**src/rtl/core/bsws_ram.sv**
```systemverilog
// generic single write, single read ram with registered read data
`timescale 1ns / 1ps
`default_nettype none

module bsws_ram #(
    parameter int unsigned WIDTH = 32,
    parameter int unsigned DEPTH = 128
) (
    input  wire logic                     clk,
    input  wire logic                     wr_en,
    input  wire logic [$clog2(DEPTH)-1:0] wr_addr,
    input  wire logic [WIDTH-1:0]         wr_data,
    input  wire logic [$clog2(DEPTH)-1:0] rd_addr,
    output logic      [WIDTH-1:0]         rd_data
);

    logic [WIDTH-1:0] mem [DEPTH];

    // write port
    always_ff @(posedge clk)
    begin
        if (wr_en)
        begin
            mem[wr_addr] <= wr_data;
        end
    end

    // read port, registered read data
    always_ff @(posedge clk)
    begin
        rd_data <= mem[rd_addr];
    end

endmodule

`default_nettype wire

```
**config.mk**
```make
export PLATFORM = sky130hd
export DESIGN_NAME = bsws_ram
export DESIGN_NICKNAME = d
export VERILOG_FILES = /design/src/rtl/core/bsws_ram.sv
export SDC_FILE = /design/constraint.sdc
export NUM_CORES = 2
export LEC_CHECK = 0
export ABC_CLOCK_PERIOD_IN_PS = 5230
export BUFFER_PORTS_ARGS = -buffer_cell sky130_fd_sc_hd__buf_2
export CORE_UTILIZATION = 63
export CTS_CLUSTER_DIAMETER = 30
export DETAILED_ROUTE_END_ITERATION = 10
export HOLD_SLACK_MARGIN = 0.03
export PLACE_DENSITY = 0.79
export SYNTH_ARGS = -nofsm -noshare
export SYNTH_HDL_FRONTEND = slang
export SYNTH_SLANG_ARGS = --single-unit
```
**constraint.sdc**
```tcl
create_clock -name clk -period 5.23 [get_ports clk]
set_input_delay 1.046 -clock clk [delete_from_list [all_inputs] [get_ports clk]]
set_output_delay 1.046 -clock clk [all_outputs]
set_load 0.02 [all_outputs]
```
======== Word level (Yosys, flattened, before mapping) ========
Memory sizes are Yosys's and may differ from the RTL's. A register that Yosys moved wholly into a read port is not among the register bits.
Index checks and enable logic that the tools add are counted.
word-level totals
  bits in registers ....................... 0
  word-level logic and storage cells ...... 3
  input port bits ......................... 48
  memory bits (writable) .................. 4,096
  memory bits (read-only) ................. 0
  latch bits .............................. 0
  memories kept ........................... 1
  output and inout bits ................... 32
memories
  name  depth  width  read ports  clocked after memory_dff  write ports  RTL line  RTL
  mem   128    32     1           1                         1            17        logic [WIDTH-1:0] mem [DEPTH];
cells by class
  eq/ne operators ......................... 0
  reductions and logical operators ........ 0
  multipliers ............................. 0
  div/mod/pow operators ................... 0
  multiplexer cells ....................... 2
  bitwise gates (word level) .............. 0
  add/sub/neg operators ................... 0
  shift operators ......................... 0
  $lt $le $gt $ge ......................... 0
operators by type and width
  kind              count
  1-bit 2-to-1 mux  2

======== Depth between registers and ports, before layout ========
  depth in word-level cells ............... 2
  depth in mapped cells ................... 8

======== Worst setup path after synthesis ========
Ideal clock, no wire load.
  path type ............................... in2reg
  start point ............................. input port wr_en
  end point ............................... memory mem[98][0], enable pin
  library setup time ...................... 461 ps
  path buffers ............................ 1
  data required time ...................... 4,769 ps
  slack ................................... 945 ps
  stages on the path ...................... 3
  arrival time ............................ 3,824 ps
  path through ............................ clkbuf_1 nand4_1 nor3_1
between the ends
  word-level cells in the longest chain between the ends .. 2
ends and longest elaborated chain
  element                                 RTL line  RTL
  start: declaration                      10        input wire logic wr_en,
  1-bit 2-to-1 mux                        22        if (wr_en)
  1-bit 2-to-1 mux (not written as such)  24        mem[wr_addr] <= wr_data;
  end: declaration                        17
Every way passes these cells.

==> impl.org <==
** Worst setup path
- Data on the critical path is required at its endpoint by 6.10 ns.
- Critical path depth :: 7
- Beginning of the worst register-to-register path :: mem[118][26]
- Cell at the slowest stage of the critical path :: sky130_fd_sc_hd__mux4_2
- In this design, the critical path's most frequently occurring cell is sky130_fd_sc_hd__mux4_2.
- End of the worst register-to-register path :: rd_data[26]
- Grouping stages by cell kind, the critical path spends the most delay in multiplexers.
- Crit-path max FO :: 31
- The worst setup path is launched from an input pin.
- Counting both buffers and inverters, the worst setup path holds a total of 3.
- At the worst endpoint, the arrival time is 4.51 ns.
- Sequence of cells on the critical path :: buf_12 > buf_12 > buf_4 > mux4_2 > mux4_2 > mux4_2 > mux2_2
- The worst setup path is captured at a flip-flop.
- Critical path start-end classification :: input pin to flip-flop
- In this run the register-to-register setup slack is 2.39 ns.
- The number of cells on the worst reg-to-reg path is 4.
- In this design, the stage delay of the slowest critical-path cell is 0.67 ns.

** Drt
- Via count :: 82.8k
- The first TritonRoute pass finished after 8 iterations.
- Initial drt markers :: 18.1k
- Number of routed nets with antenna violations :: 0
- Vias per inst :: 7.85
- Post-detailed-route DRC marker count :: 0
- The final layout contains routed wiring with a total length of 540000 um.
- Detailed-route wire length per cell :: 51.2 um

** Global route
- Vias in the first global route :: 82.9k
- Entering global routing, the biggest net connects 97 pins.
- Initial antenna violation count :: 79
- The first global-routing pass estimated 725000 um of wire.
- Across every metal layer, demand over resource in global routing totals 0.438.
- Final global-route overflow total :: 0

** Synth
- The most used flip-flop cell after synthesis is sky130_fd_sc_hd__edfxtp_1.
- Synthesized flop and latch total :: 4128
- The synthesized netlist occupies a cell area of 0.156 sq mm.
- Top cell type by total area after synthesis :: sky130_fd_sc_hd__edfxtp_1
- Synthesized instance count :: 5990
- FFs w/ async S/R, synth :: 0
- Synth Net Count :: 6038
- Sorting the synthesized cells by how often they occur yields 4096 x sky130_fd_sc_hd__edfxtp_1, 1344 x sky130_fd_sc_hd__mux4_2, 182 x sky130_fd_sc_hd__clkbuf_1.
- The share of synthesized area in the top cell type comes to 0.787.
- Number of distinct library cells after synthesis :: 17
- Count of flip-flops with a built-in enable after synthesis :: 4096
- The share of the Yosys chip area taken by registers is 0.791.
- Most frequent cell after synthesis :: sky130_fd_sc_hd__edfxtp_1
- During synthesis, Yosys emitted a total of 0 warnings.
- Each instance of the synthesized netlist takes up on average 26.1 sq um.
- Yosys attributes the largest share of cell area to sky130_fd_sc_hd__edfxtp_1 79%, sky130_fd_sc_hd__mux4_2 19%, sky130_fd_sc_hd__clkbuf_1 0.44%.

** Layout
- Summing all multi-input logic gate instances after layout gives 0.0323 sq mm.
- Filler Cell Count :: 11.1k
- Share of cells above drive strength 1 :: 0.402
- Relative to the synthesized area, the layout overhead comes to 18.2%.
- Registers take 0.124 sq mm.
- Net count of the finished layout :: 6744

** Die
- For this configuration, the core starts out at a cell density of 0.635.
- The floorplan has 182 rows.
- The die covers 0.250 sq mm.
- Overall die width :: 500 um
- The die is 500 um tall.
- 80 I/O pins were placed.
- The core region is 0.246 sq mm.

** Timing
- Measured against its own limit, the worst slew margin works out to 0.0105.
- Dividing the final minimum period by the clock period gives 0.697.
- Max Clock Freq :: 274 MHz
- Final setup violating endpoints :: 0
- Largest clock skew in the final design :: 0.0808 ns
- The clock period could shrink to 3.64 ns.
- The count of pins over their slew limit is 0.
- The number of failing hold endpoints at the final stage is 0.
- Unrepaired setup endpoints after global routing :: false
- In the final timing run, aggregate negative setup slack is 0 ns.
- At the pin with the least slew margin, the transition time is 1.48 ns.
- After layout, the worst setup slack is 1.59 ns.

** Place
- Routability-driven placement finished with a final weighted congestion of 0.865.
- Place WS :: 0.868 ns
- Placed wire-length estimate :: 240000 um
- The count of buffers added on input and output ports is 79.

** Outcome
- Run status :: completed

** Clock network
- Post-CTS timing repair inserted 0 buffers for setup.
- TritonCTS created 612 clock buffers.
- Clock tree from TritonCTS :: yes
- The tree built by TritonCTS fans out to 4128 sinks.
- Hold buffer count at CTS :: 0
- Clock-pin slew on the worst setup and hold paths :: 0.06 ns
- CTS built an H-tree with a depth of 6.
- Worst-skew pair later-pin latency :: 1.02 ns
- The longest clock path from root to sink contains 4 buffers.
- The tree is rooted in a sky130_fd_sc_hd__clkbuf_16.
- Post-CTS resize count :: 0

** Worst hold path
- The worst hold path belongs to the class input pin to flip-flop.
- The startpoint identified for the worst hold timing path is wr_data[3].
- Sink of the worst hold path :: mem[52][3]
- Along the worst hold path, the cell count comes to 1.

** Power and ir drop
- Clock network fraction of total power :: 0.513
- Part of the total power dissipated in combinational logic :: 0.048
- The share of total power dissipated in sequential elements is 0.439.
- Maximum VDD drop :: 0.479 mV
- Sw power :: 19.8 mW
- In this run the static leakage power is 58.2 nW.
- The design draws 83.7 mW.
- Internal :: 63.9 mW
- Dividing total power by cell area gives a power density of 453 mW/mm^2.
- Of the total power, the share spent switching nets is 0.236.

** Flow run
- Max-cap violations in this run came to 0.
-- layer usage --
layer  up-vias  global-route usage  routed length [um]
li1      28000                   -                   -
met1     42200               0.517              149000
met2     10100               0.684              256000
met3      2466               0.126               79800
met4        44               0.344               55000
met5         -                   0                 273
-- placed cells by master, fill, tap and decap left out, drive strengths merged, types with 32 or more instances in the layout --
cell and n:
edfxtp 4096, clkinvlp 55, mux4 1344, clkinv 209
clkbuf 692, dfxtp 32, nor2 122, inv 70
bufinv 75, diode 54, mux2 32, buf 408
-- per-stage QoR --
step	util	area, sq um	instances	hold WS (ns)
floorplan	-	156000	5990	1.07
global placement	0.666	164000	9394	1.11
detailed placement	0.666	164000	9394	1.14
CTS	0.750	185000	10500	0.461
global route	0.750	185000	10500	0.483
finish	0.751	185000	10500	0.497
-- logic make-up (layout without fill, tap and decap cells) --
group                  Yosys count  in the layout  synth area share
multiplexers                  1376           1376             0.196
AND/OR/NAND/NOR                170            170           0.00446
buffers and inverters          316           1509           0.00839
flip-flops                    4128           4128             0.791
other                            0             54                 0
-- worst max path at each step --
stage               startpoint          end  slack [ns]
floorplan                wr_en   mem[98][0]        0.95
global placement    rd_addr[0]  rd_data[26]        0.85
detailed placement  rd_addr[0]  rd_data[26]        0.87
CTS                 rd_addr[0]  rd_data[26]        1.73
global route        rd_addr[0]  rd_data[26]        1.66
finish              rd_addr[0]  rd_data[26]        1.59
-- cell type report --
class	count	area share
Sequential cell	4128	0.669
Tap cell	3312	0.0224
Clock buffer	692	0.0864
Multi-Input combinational cell	1546	0.175
Timing Repair Buffer	408	0.0207
Antenna cell	54	0.000731
Clock inverter	409	0.0258
-- power by group through the flow --
stage	clock network (mW)	registers (mW)	logic, mW
2_1_floorplan	0	37.3	1.76
3_3_place_gp	0	37.4	3.50
3_5_place_dp	0	37.4	3.59
4_1_cts	42.8	36.7	3.84
5_1_grt	43.9	36.7	3.94
6_report	42.9	36.7	4.01
-- state kept, by name, indices dropped and copies added, names as in the netlist --
name     cells
mem       4096
rd_data     32
Power figures use the tool's default switching activity.
